**src/design/ppa_pkg.sv**
```systemverilog
// ppa_pkg: shared types, constants and the control store of the pid percent actuator
// holds the microcode table, control word layout and datapath strobe struct
// no dependencies
`timescale 1ns / 1ps

package ppa_pkg;

    // default fixed-point layout
    localparam int PPA_FRAC_BITS = 16;
    localparam int PPA_SUM_WIDTH = 48;

    // shared multiplier and constant divider geometry
    localparam int MUL_W     = 34;
    localparam int PROD_W    = 2 * MUL_W;
    localparam int QUO_W     = 33;
    localparam int DIV_BITS  = 3;
    localparam int DIV_STEPS = QUO_W / DIV_BITS;
    localparam int LOOP_W    = $clog2(DIV_STEPS);

    // control store addressing
    localparam int PC_W = 4;
    localparam logic [PC_W-1:0] UC_WAIT_IN  = 4'd0;
    localparam logic [PC_W-1:0] UC_KP_E     = 4'd1;
    localparam logic [PC_W-1:0] UC_KI_LO    = 4'd2;
    localparam logic [PC_W-1:0] UC_KI_HI    = 4'd3;
    localparam logic [PC_W-1:0] UC_KD_D     = 4'd4;
    localparam logic [PC_W-1:0] UC_ACC_LAST = 4'd5;
    localparam logic [PC_W-1:0] UC_PCT      = 4'd6;
    localparam logic [PC_W-1:0] UC_MAP_MUL  = 4'd7;
    localparam logic [PC_W-1:0] UC_DIV_LOAD = 4'd8;
    localparam logic [PC_W-1:0] UC_DIV_STEP = 4'd9;
    localparam logic [PC_W-1:0] UC_OUT      = 4'd10;

    // configuration register indexes
    localparam int CFG_IDX_W = 3;
    localparam logic [CFG_IDX_W-1:0] CFG_KP     = 3'd0;
    localparam logic [CFG_IDX_W-1:0] CFG_KI_TS  = 3'd1;
    localparam logic [CFG_IDX_W-1:0] CFG_KD_TS  = 3'd2;
    localparam logic [CFG_IDX_W-1:0] CFG_OFFSET = 3'd3;
    localparam logic [CFG_IDX_W-1:0] CFG_LOWER  = 3'd4;
    localparam logic [CFG_IDX_W-1:0] CFG_UPPER  = 3'd5;

    typedef enum logic [1:0] {
        WAIT_NONE,
        WAIT_INPUT,
        WAIT_LOOP,
        WAIT_OUTPUT
    } ppa_wait_t;

    typedef enum logic [2:0] {
        MUL_IDLE,
        MUL_KP_E,
        MUL_KI_LO,
        MUL_KI_HI,
        MUL_KD_D,
        MUL_T_SPAN
    } ppa_mul_sel_t;

    typedef enum logic [1:0] {
        ACC_HOLD,
        ACC_LOAD_OFF,
        ACC_ADD,
        ACC_ADD_HI
    } ppa_acc_op_t;

    // one word of the control store
    typedef struct packed {
        ppa_wait_t       wait_cond;
        logic            jump;
        logic [PC_W-1:0] jump_addr;
        ppa_mul_sel_t    mul_sel;
        ppa_acc_op_t     acc_op;
        logic            pct_en;
        logic            state_upd;
        logic            div_load;
        logic            div_step;
        logic            out_wr;
    } ppa_ucode_t;

    // strobes from the sequencer to the datapath
    typedef struct packed {
        ppa_mul_sel_t mul_sel;
        ppa_acc_op_t  acc_op;
        logic         pct_en;
        logic         state_upd;
        logic         div_load;
        logic         div_step;
        logic         in_load;
        logic         out_load;
    } ppa_dp_ctrl_t;

    // configuration registers as seen by the datapath
    typedef struct packed {
        logic signed [31:0] kp_gain;
        logic signed [31:0] ki_ts_gain;
        logic signed [31:0] kd_over_ts_gain;
        logic signed [23:0] offset_pct;
        logic signed [31:0] lower_limit;
        logic signed [31:0] upper_limit;
    } ppa_cfg_t;

    // control store contents
    function automatic ppa_ucode_t ppa_ucode(input logic [PC_W-1:0] pc);
        ppa_ucode_t w;
        w = '0;
        unique case (pc)
            UC_WAIT_IN: begin
                w.wait_cond = WAIT_INPUT;
            end
            UC_KP_E: begin
                w.mul_sel = MUL_KP_E;
                w.acc_op  = ACC_LOAD_OFF;
            end
            UC_KI_LO: begin
                w.mul_sel = MUL_KI_LO;
                w.acc_op  = ACC_ADD;
            end
            UC_KI_HI: begin
                w.mul_sel = MUL_KI_HI;
                w.acc_op  = ACC_ADD;
            end
            UC_KD_D: begin
                w.mul_sel = MUL_KD_D;
                w.acc_op  = ACC_ADD_HI;
            end
            UC_ACC_LAST: begin
                w.acc_op = ACC_ADD;
            end
            UC_PCT: begin
                w.pct_en    = 1'b1;
                w.state_upd = 1'b1;
            end
            UC_MAP_MUL: begin
                w.mul_sel = MUL_T_SPAN;
            end
            UC_DIV_LOAD: begin
                w.div_load = 1'b1;
            end
            UC_DIV_STEP: begin
                w.div_step  = 1'b1;
                w.wait_cond = WAIT_LOOP;
            end
            UC_OUT: begin
                w.out_wr    = 1'b1;
                w.wait_cond = WAIT_OUTPUT;
                w.jump      = 1'b1;
                w.jump_addr = UC_WAIT_IN;
            end
            default: begin
                w.jump      = 1'b1;
                w.jump_addr = UC_WAIT_IN;
            end
        endcase
        return w;
    endfunction

endpackage

```
**src/design/pid_percent_actuator_core.sv**
```systemverilog
// pid_percent_actuator_core: top level, configuration registers and result register
// instantiates ppa_sequencer and ppa_datapath; depends on ppa_pkg
`timescale 1ns / 1ps

// Positional PID controller with a percent-domain output mapped onto a drive range.
// Input channel: in_valid / in_ready carry one beat of error_sample (Q16.16) and
// clear_first, which zeroes the error sum and previous error before the step.
// Output channel: out_valid / out_ready carry one beat of drive and clamped per input.
// Configuration: cfg_we writes cfg_wdata into the register at cfg_index (gains,
// offset, lower and upper limit); unlisted indexes are ignored. Write only while idle.
// The core takes no new input while an item is in progress; in_ready rises in the
// cycle after the result is registered. The microcode program makes five passes
// through one shared 34x34 multiplier and the accumulator, a clamp step, then 11
// steps of the divide-by-200-percent unit that resolves three quotient bits per
// cycle.
// The result register lets a new item be taken while the last result waits; if the
// receiver still holds off the earlier result when the next one is ready, the
// sequencer waits on its final step.
// Reset clears the configuration registers, the error sum and the previous error,
// and returns the sequencer to the input wait step.

module pid_percent_actuator_core import ppa_pkg::*;
#(
    parameter int FRAC_BITS = PPA_FRAC_BITS,
    parameter int SUM_WIDTH = PPA_SUM_WIDTH
)
(
    input  logic                 clk,
    input  logic                 rst_n,
    input  logic                 in_valid,
    output logic                 in_ready,
    input  logic signed [31:0]   error_sample,
    input  logic                 clear_first,
    output logic                 out_valid,
    input  logic                 out_ready,
    output logic signed [31:0]   drive,
    output logic                 clamped,
    input  logic                 cfg_we,
    input  logic [CFG_IDX_W-1:0] cfg_index,
    input  logic [31:0]          cfg_wdata
);

    ppa_cfg_t           cfg_reg;
    ppa_cfg_t           cfg_next;
    ppa_dp_ctrl_t       dp_ctrl;
    logic               out_busy;
    logic               out_valid_reg;
    logic               out_valid_next;
    logic signed [31:0] drive_reg;
    logic               clamped_reg;
    logic signed [31:0] drive_value;
    logic               clamp_flag;

    // configuration write decode
    always_comb
    begin
        cfg_next = cfg_reg;
        if (cfg_we)
        begin
            unique case (cfg_index)
                CFG_KP:     cfg_next.kp_gain         = cfg_wdata;
                CFG_KI_TS:  cfg_next.ki_ts_gain      = cfg_wdata;
                CFG_KD_TS:  cfg_next.kd_over_ts_gain = cfg_wdata;
                CFG_OFFSET: cfg_next.offset_pct      = cfg_wdata[23:0];
                CFG_LOWER:  cfg_next.lower_limit     = cfg_wdata;
                CFG_UPPER:  cfg_next.upper_limit     = cfg_wdata;
                default:    cfg_next = cfg_reg;
            endcase
        end
    end

    // result register handshake
    assign out_busy = out_valid_reg && !out_ready;

    always_comb
    begin
        if (dp_ctrl.out_load)
        begin
            out_valid_next = 1'b1;
        end
        else if (out_ready)
        begin
            out_valid_next = 1'b0;
        end
        else
        begin
            out_valid_next = out_valid_reg;
        end
    end

    always_ff @(posedge clk or negedge rst_n)
    begin
        if (!rst_n)
        begin
            cfg_reg       <= '0;
            out_valid_reg <= 1'b0;
        end
        else
        begin
            cfg_reg       <= cfg_next;
            out_valid_reg <= out_valid_next;
        end
    end

    // result payload
    always_ff @(posedge clk)
    begin
        if (dp_ctrl.out_load)
        begin
            drive_reg   <= drive_value;
            clamped_reg <= clamp_flag;
        end
    end

    assign out_valid = out_valid_reg;
    assign drive     = drive_reg;
    assign clamped   = clamped_reg;

    ppa_sequencer u_seq
    (
        .clk      (clk),
        .rst_n    (rst_n),
        .in_valid (in_valid),
        .in_ready (in_ready),
        .out_busy (out_busy),
        .dp_ctrl  (dp_ctrl)
    );

    ppa_datapath #(
        .FRAC_BITS (FRAC_BITS),
        .SUM_WIDTH (SUM_WIDTH)
    ) u_dp
    (
        .clk          (clk),
        .rst_n        (rst_n),
        .ctrl         (dp_ctrl),
        .cfg          (cfg_reg),
        .error_sample (error_sample),
        .clear_first  (clear_first),
        .drive_value  (drive_value),
        .clamp_flag   (clamp_flag)
    );

endmodule

```
**src/design/ppa_sequencer.sv**
```systemverilog
// ppa_sequencer: step counter, control store lookup and loop counter
// drives the datapath strobes; depends on ppa_pkg
`timescale 1ns / 1ps

module ppa_sequencer import ppa_pkg::*;
(
    input  logic         clk,
    input  logic         rst_n,
    input  logic         in_valid,
    output logic         in_ready,
    input  logic         out_busy,
    output ppa_dp_ctrl_t dp_ctrl
);

    logic [PC_W-1:0]   pc_reg;
    logic [PC_W-1:0]   pc_next;
    logic [LOOP_W-1:0] loop_cnt_reg;
    logic [LOOP_W-1:0] loop_cnt_next;
    ppa_ucode_t        word;
    logic              hold;
    logic              in_fire;

    // current control word
    assign word = ppa_ucode(pc_reg);

    assign in_ready = (word.wait_cond == WAIT_INPUT);
    assign in_fire  = in_ready && in_valid;

    // stay on the step while its wait condition holds
    always_comb
    begin
        unique case (word.wait_cond)
            WAIT_INPUT:  hold = !in_valid;
            WAIT_LOOP:   hold = (loop_cnt_reg != '0);
            WAIT_OUTPUT: hold = out_busy;
            default:     hold = 1'b0;
        endcase
    end

    // next step address
    always_comb
    begin
        if (hold)
        begin
            pc_next = pc_reg;
        end
        else if (word.jump)
        begin
            pc_next = word.jump_addr;
        end
        else
        begin
            pc_next = pc_reg + 1'b1;
        end
    end

    // divider iteration count
    always_comb
    begin
        loop_cnt_next = loop_cnt_reg;
        if (word.div_load)
        begin
            loop_cnt_next = LOOP_W'(DIV_STEPS - 1);
        end
        else if (word.div_step && (loop_cnt_reg != '0))
        begin
            loop_cnt_next = loop_cnt_reg - 1'b1;
        end
    end

    always_ff @(posedge clk or negedge rst_n)
    begin
        if (!rst_n)
        begin
            pc_reg       <= UC_WAIT_IN;
            loop_cnt_reg <= '0;
        end
        else
        begin
            pc_reg       <= pc_next;
            loop_cnt_reg <= loop_cnt_next;
        end
    end

    // datapath strobes
    always_comb
    begin
        dp_ctrl.mul_sel   = word.mul_sel;
        dp_ctrl.acc_op    = word.acc_op;
        dp_ctrl.pct_en    = word.pct_en;
        dp_ctrl.state_upd = word.state_upd;
        dp_ctrl.div_load  = word.div_load;
        dp_ctrl.div_step  = word.div_step;
        dp_ctrl.in_load   = in_fire;
        dp_ctrl.out_load  = word.out_wr && !out_busy;
    end

endmodule

```
**src/design/ppa_datapath.sv**
```systemverilog
// ppa_datapath: shared multiplier, wide accumulator, clamp, constant divider and state
// works under strobes from ppa_sequencer; depends on ppa_pkg
`timescale 1ns / 1ps

module ppa_datapath import ppa_pkg::*;
#(
    parameter int FRAC_BITS = PPA_FRAC_BITS,
    parameter int SUM_WIDTH = PPA_SUM_WIDTH
)
(
    input  logic               clk,
    input  logic               rst_n,
    input  ppa_dp_ctrl_t       ctrl,
    input  ppa_cfg_t           cfg,
    input  logic signed [31:0] error_sample,
    input  logic               clear_first,
    output logic signed [31:0] drive_value,
    output logic               clamp_flag
);

    localparam int ACC_W = SUM_WIDTH + 34;
    localparam int PCT_W = FRAC_BITS + 8;

    localparam logic signed [ACC_W-1:0] ACC_TOP = ACC_W'(100) <<< (2 * FRAC_BITS);
    localparam logic signed [ACC_W-1:0] ACC_BOT = -ACC_TOP;
    localparam logic signed [PCT_W-1:0] PCT_NEAR =
        PCT_W'(((64'd99999 << FRAC_BITS) + 64'd500) / 64'd1000);
    localparam logic signed [PCT_W-1:0] PCT_NEAR_NEG = -PCT_NEAR;
    localparam logic [PCT_W-1:0] PCT_BIAS = PCT_W'(100) << FRAC_BITS;
    localparam logic [PCT_W-1:0] DIV_D    = PCT_W'(200) << FRAC_BITS;
    localparam logic [SUM_WIDTH-1:0] SUM_MAX = {1'b0, {(SUM_WIDTH-1){1'b1}}};
    localparam logic [SUM_WIDTH-1:0] SUM_MIN = {1'b1, {(SUM_WIDTH-1){1'b0}}};

    logic signed [31:0]          e_reg;
    logic signed [SUM_WIDTH-1:0] sum_reg;
    logic signed [SUM_WIDTH-1:0] sum_next;
    logic signed [31:0]          prev_reg;
    logic signed [31:0]          prev_next;
    logic signed [PROD_W-1:0]    prod_reg;
    logic signed [ACC_W-1:0]     acc_reg;
    logic [PCT_W-1:0]            t_reg;
    logic                        clamp_reg;
    logic [PCT_W-1:0]            rem_reg;
    logic [QUO_W-1:0]            quo_reg;

    logic signed [63:0]          sum_ext;
    logic signed [32:0]          diff;
    logic signed [32:0]          span;
    logic [32:0]                 span_mag;
    logic signed [MUL_W-1:0]     mul_a;
    logic signed [MUL_W-1:0]     mul_b;
    logic signed [PROD_W-1:0]    mul_p;
    logic signed [ACC_W-1:0]     acc_shift;
    logic signed [PCT_W-1:0]     pct;
    logic                        over_top;
    logic                        under_bot;
    logic signed [SUM_WIDTH:0]   sum_wide;
    logic [PCT_W-1:0]            rem_v;
    logic [QUO_W-1:0]            quo_v;
    logic [PCT_W:0]              div_trial;
    logic [32:0]                 q_dir;

    assign sum_ext  = 64'(sum_reg);
    assign diff     = 33'(e_reg) - 33'(prev_reg);
    assign span     = 33'(cfg.upper_limit) - 33'(cfg.lower_limit);
    assign span_mag = span[32] ? (33'd0 - span) : span;

    // operand select for the shared multiplier
    always_comb
    begin
        case (ctrl.mul_sel)
            MUL_KP_E:
            begin
                mul_a = MUL_W'(cfg.kp_gain);
                mul_b = MUL_W'(e_reg);
            end
            MUL_KI_LO:
            begin
                mul_a = MUL_W'(cfg.ki_ts_gain);
                mul_b = $signed({2'b00, sum_ext[31:0]});
            end
            MUL_KI_HI:
            begin
                mul_a = MUL_W'(cfg.ki_ts_gain);
                mul_b = MUL_W'($signed(sum_ext[63:32]));
            end
            MUL_KD_D:
            begin
                mul_a = MUL_W'(cfg.kd_over_ts_gain);
                mul_b = MUL_W'(diff);
            end
            MUL_T_SPAN:
            begin
                mul_a = $signed(MUL_W'(t_reg));
                mul_b = $signed({1'b0, span_mag});
            end
            default:
            begin
                mul_a = '0;
                mul_b = '0;
            end
        endcase
    end

    assign mul_p = mul_a * mul_b;

    // percent from the accumulator, with clamp to just inside the band
    assign over_top  = (acc_reg > ACC_TOP);
    assign under_bot = (acc_reg < ACC_BOT);
    assign acc_shift = acc_reg >>> FRAC_BITS;

    always_comb
    begin
        if (over_top)
        begin
            pct = PCT_NEAR;
        end
        else if (under_bot)
        begin
            pct = PCT_NEAR_NEG;
        end
        else
        begin
            pct = acc_shift[PCT_W-1:0];
        end
    end

    // saturating error sum
    assign sum_wide = (SUM_WIDTH + 1)'(sum_reg) + (SUM_WIDTH + 1)'(e_reg);

    always_comb
    begin
        sum_next  = sum_reg;
        prev_next = prev_reg;
        if (ctrl.in_load && clear_first)
        begin
            sum_next  = '0;
            prev_next = '0;
        end
        else if (ctrl.state_upd)
        begin
            prev_next = e_reg;
            if (sum_wide[SUM_WIDTH] != sum_wide[SUM_WIDTH-1])
            begin
                sum_next = sum_wide[SUM_WIDTH] ? SUM_MIN : SUM_MAX;
            end
            else
            begin
                sum_next = sum_wide[SUM_WIDTH-1:0];
            end
        end
    end

    // divide by 200 percent, DIV_BITS quotient bits per step
    always_comb
    begin
        rem_v     = rem_reg;
        quo_v     = quo_reg;
        div_trial = '0;
        for (int i = 0; i < DIV_BITS; i++)
        begin
            div_trial = {rem_v, quo_v[QUO_W-1]};
            quo_v     = {quo_v[QUO_W-2:0], 1'b0};
            if (div_trial >= {1'b0, DIV_D})
            begin
                div_trial = div_trial - {1'b0, DIV_D};
                quo_v[0]  = 1'b1;
            end
            rem_v = div_trial[PCT_W-1:0];
        end
    end

    // controller state
    always_ff @(posedge clk or negedge rst_n)
    begin
        if (!rst_n)
        begin
            sum_reg  <= '0;
            prev_reg <= '0;
        end
        else
        begin
            sum_reg  <= sum_next;
            prev_reg <= prev_next;
        end
    end

    // working registers
    always_ff @(posedge clk)
    begin
        if (ctrl.in_load)
        begin
            e_reg <= error_sample;
        end
        if (ctrl.mul_sel != MUL_IDLE)
        begin
            prod_reg <= mul_p;
        end
        case (ctrl.acc_op)
            ACC_LOAD_OFF: acc_reg <= ACC_W'(cfg.offset_pct) <<< FRAC_BITS;
            ACC_ADD:      acc_reg <= acc_reg + ACC_W'(prod_reg);
            ACC_ADD_HI:   acc_reg <= acc_reg + (ACC_W'(prod_reg) <<< 32);
            default:      acc_reg <= acc_reg;
        endcase
        if (ctrl.pct_en)
        begin
            t_reg     <= PCT_W'(pct) + PCT_BIAS;
            clamp_reg <= over_top || under_bot;
        end
        if (ctrl.div_load)
        begin
            rem_reg <= prod_reg[PCT_W+QUO_W-1:QUO_W];
            quo_reg <= prod_reg[QUO_W-1:0];
        end
        else if (ctrl.div_step)
        begin
            rem_reg <= rem_v;
            quo_reg <= quo_v;
        end
    end

    // map onto the limit range, direction from the span sign
    assign q_dir       = span[32] ? (33'd0 - quo_reg) : quo_reg;
    assign drive_value = cfg.lower_limit + $signed(q_dir[31:0]);
    assign clamp_flag  = clamp_reg;

endmodule

```
**config.mk**
```make
export PLATFORM = sky130hd
export DESIGN_NAME = pid_percent_actuator_core
export DESIGN_NICKNAME = d
export VERILOG_FILES = /design/src/design/ppa_pkg.sv /design/src/design/pid_percent_actuator_core.sv /design/src/design/ppa_sequencer.sv /design/src/design/ppa_datapath.sv
export SDC_FILE = /design/constraint.sdc
export NUM_CORES = 2
export LEC_CHECK = 0
export BUFFER_PORTS_ARGS = -buffer_cell sky130_fd_sc_hd__buf_2
export CAP_MARGIN = 20
export CORE_UTILIZATION = 40
export DETAILED_ROUTE_END_ITERATION = 10
export SKIP_LAST_GASP = 1
export SYNTH_ARGS = -nofsm -noshare
export SYNTH_HDL_FRONTEND = slang
export SYNTH_SLANG_ARGS = --single-unit
```
**constraint.sdc**
```tcl
create_clock -name clk -period 28.4 [get_ports clk]
set_input_delay 4.26 -clock clk [delete_from_list [all_inputs] [get_ports clk]]
set_output_delay 4.26 -clock clk [all_outputs]
set_load 0.02 [all_outputs]
```
==> results.sh <==
export IMPL_synth_distinct_cells=97
export IMPL_clk_pin_slew_ns=0.06
export IMPL_start_util=0.404
export IMPL_insertion_delay_ns=0.67
export IMPL_cpMostUsedCell="fa_1"
export IMPL_reg2reg_to="u_dp.prod_reg[63]"
export IMPL_syn_to_final_growth_pct=7.58
export IMPL_hold_path_class="flip-flop to flip-flop"
export IMPL_die_height_um=449
export IMPL_netlist_area_mm2=0.0800
export IMPL_drcViolationCount=0
export IMPL_synth_seq_cells=570
export IMPL_synthTopCellsByArea="fa_1 (30%), edfxtp_1 (11%), dfrtp_1 (8.5%), ha_1 (7.6%), inv_1 (6.9%)"
export IMPL_startpoint_type="flip-flop"
export IMPL_tns_ns=0
export IMPL_setup_viol=0
export IMPL_max_stage_delay_ns=0.56
export IMPL_syn_inst=8816
export IMPL_max_cap_violations=0
export IMPL_cts_repair_resized=0
export IMPL_r2r_start="cfg_reg[32]"
export IMPL_reg2reg_slack_ns=15.23
export IMPL_antenna_left=0
export IMPL_post_dp_hpwl_mm=223
export IMPL_relSlewSlack=0.171
export IMPL_drt_pass1_iterations=7
export IMPL_vias=65500
export IMPL_rows=163
export IMPL_grt_first_pass_wirelength_mm=431
export IMPL_cts_setup_buffers=0
export IMPL_synth_top_cell_by_area="fa_1"
export IMPL_async_flop_share=0.479
export IMPL_fin_crit_ns=13.17
export IMPL_tightestPinTransition_ns=1.24
export IMPL_final_cell_mix="inv_1 (1469), nand2_1 (1287), fa_1 (1200)"
export IMPL_core_area_mm2=0.198
export IMPL_multi_input_comb_area_mm2=0.0575
export IMPL_drtIter0Drc=6629
export IMPL_n_fill_cell=19400
export IMPL_htree_levels=3
export IMPL_cts_buffers_inserted=69
export IMPL_cp_slowest_cell="o21ai_2"
export IMPL_io_pins=108
export IMPL_drv_slew=0
export IMPL_die_area_mm2=0.202
export IMPL_cts_tree="done"
export IMPL_final_common_cell="inv_1"
export IMPL_worstPathMaxFanout=33
export IMPL_hold_buffers=0
export IMPL_dieWidth_um=449
export IMPL_synth_flop_cell="edfxtp_1"
export IMPL_holdPathEnd="clamped"
export IMPL_yosys_area_top_type_share=0.300
export IMPL_yosys_warnings=0
export IMPL_grt_pass1_vias=66400
export IMPL_nets=10500
export IMPL_synth_nets=10600
export IMPL_avgRoutedWirePerCell_um=25.2
export IMPL_seq_area_mm2=0.0158
export IMPL_end_kind="flip-flop"
export IMPL_grt_overflow_total=0
export IMPL_clkSinkCount=570
export IMPL_hold_viol=0
export IMPL_cp_required_ns=28.87
export IMPL_fmax_mhz=76.0
export IMPL_grt_max_degree=86
export IMPL_numPortBuffers=107
export IMPL_rsz0062_at_grt="no"
export IMPL_r2r_cells=41
export IMPL_critPathKind="flip-flop to flip-flop"
export IMPL_skew_ns=0.0382
export IMPL_synth_edf_count=297
export IMPL_routed_wl_mm=288
export IMPL_avgSynthCellArea_um2=9.08
export IMPL_finalCritPeriodShare=0.464
export IMPL_layout_drive_gt1_share=0.0776
export IMPL_min_path_cells=0
export IMPL_largest_register_ffs=184
export IMPL_cts_root_buffer="clkbuf_16"
export IMPL_antenna_found_initial=20
export IMPL_crit_arrival_ns=13.64
export IMPL_grt_usage=0.284
export IMPL_routabilityCongestion=0.997
export IMPL_outcome="finished clean"
export IMPL_vias_per_cell=5.72
export IMPL_ys_seq_area_frac=0.197
export IMPL_clock_path_buffers=3
export IMPL_min_from="u_dp.clamp_flag"
metrics by stage:
| step | worst slack, ns | instances | instance area, um^2 | hold WS [ns] | utilization |
|---|---|---|---|---|---|
| floorplan | 17.09 | 8816 | 80000 | 0.400 | - |
| global placement | 14.97 | 11300 | 83700 | 0.413 | 0.422 |
| detailed placement | 15.41 | 11300 | 83700 | 0.430 | 0.423 |
| CTS | 15.33 | 11400 | 86000 | 0.446 | 0.434 |
| global route | 14.69 | 11400 | 86100 | 0.450 | 0.435 |
| finish | 15.23 | 11400 | 86100 | 0.439 | 0.435 |
layer usage:
| layer | routed length [um] | vias up | track usage |
|---|---|---|---|
| met2 | 127000 | 2883 | 0.438 |
| met1 | 122000 | 33500 | 0.391 |
| met5 | 105 | - | 0 |
| li1 | - | 28600 | - |
| met3 | 27100 | 485 | 0.0626 |
| met4 | 11300 | 14 | 0.0984 |
worst max-delay path by stage:
stage                    start                end  depth (start not counted)
2_1_floorplan  u_seq.pc_reg[0]  u_dp.prod_reg[61]                         35
3_3_place_gp        cfg_reg[0]  u_dp.prod_reg[63]                         41
3_5_place_dp        cfg_reg[0]  u_dp.prod_reg[63]                         42
4_1_cts            cfg_reg[32]  u_dp.prod_reg[63]                         41
5_1_grt             cfg_reg[0]  u_dp.prod_reg[63]                         42
6_report           cfg_reg[32]  u_dp.prod_reg[63]                         41
synth_stat cells (34+ instances only):
cell / instances
dfrtp_1: 273
mux2_2: 167
nand3_1: 90
and4_1: 40
xor2_1: 139
o31ai_1: 38
o21ai_0: 288
clkbuf_1: 365
nand4_1: 103
ha_1: 489
o21a_1: 44
edfxtp_1: 297
nor2b_1: 34
inv_1: 1470
nor3_1: 81
nand2b_1: 69
nand2_1: 1288
a21o_1: 162
a31oi_1: 58
o21bai_1: 61
nor4_1: 34
fa_1: 1200
xnor2_1: 216
and2_1: 79
a211oi_1: 64
a221oi_1: 38
nor2_1: 624
and3_1: 50
or2_2: 40
a22o_1: 94
a21oi_1: 391
logic make-up (layout without fill, tap and decap cells):
kind of cell | after synthesis | in the layout | share of synthesized area
simple gates | 2617 | 2617 | 0.145
buf+inv | 1871 | 1846 | 0.0886
fa+ha+maj | 1689 | 1689 | 0.377
compound gates | 1531 | 1531 | 0.128
flops | 570 | 570 | 0.197
xor+xnor | 356 | 356 | 0.0391
mux | 182 | 182 | 0.0254
other cells | 0 | 7 | 0
area by class of cell:
class	count	share of cell area
clock buffers	80	0.0213
diodes	7	0.000203
well taps	2640	0.0384
clock inverters	45	0.00618
multi-input cells	6375	0.668
flip-flops and latches	570	0.183
repair buffers	249	0.0190
inverters	1472	0.0642
critical path, delay by kind of cell (launching register included):
kind | cells | cell delay [ns]
multiplexers | 1 | 0.11
buffers and inverters | 8 | 1.41
AO/OA/AOI/OAI | 15 | 5.04
adder cells (fa/ha/maj) | 11 | 4.94
AND/OR/NAND/NOR | 5 | 0.75
flip-flops | 1 | 0.42
XOR/XNOR | 1 | 0.21
Power is left out: the tool's default activity adds up to more than one toggle a clock period on the data nets, which glitch-free logic cannot reach.
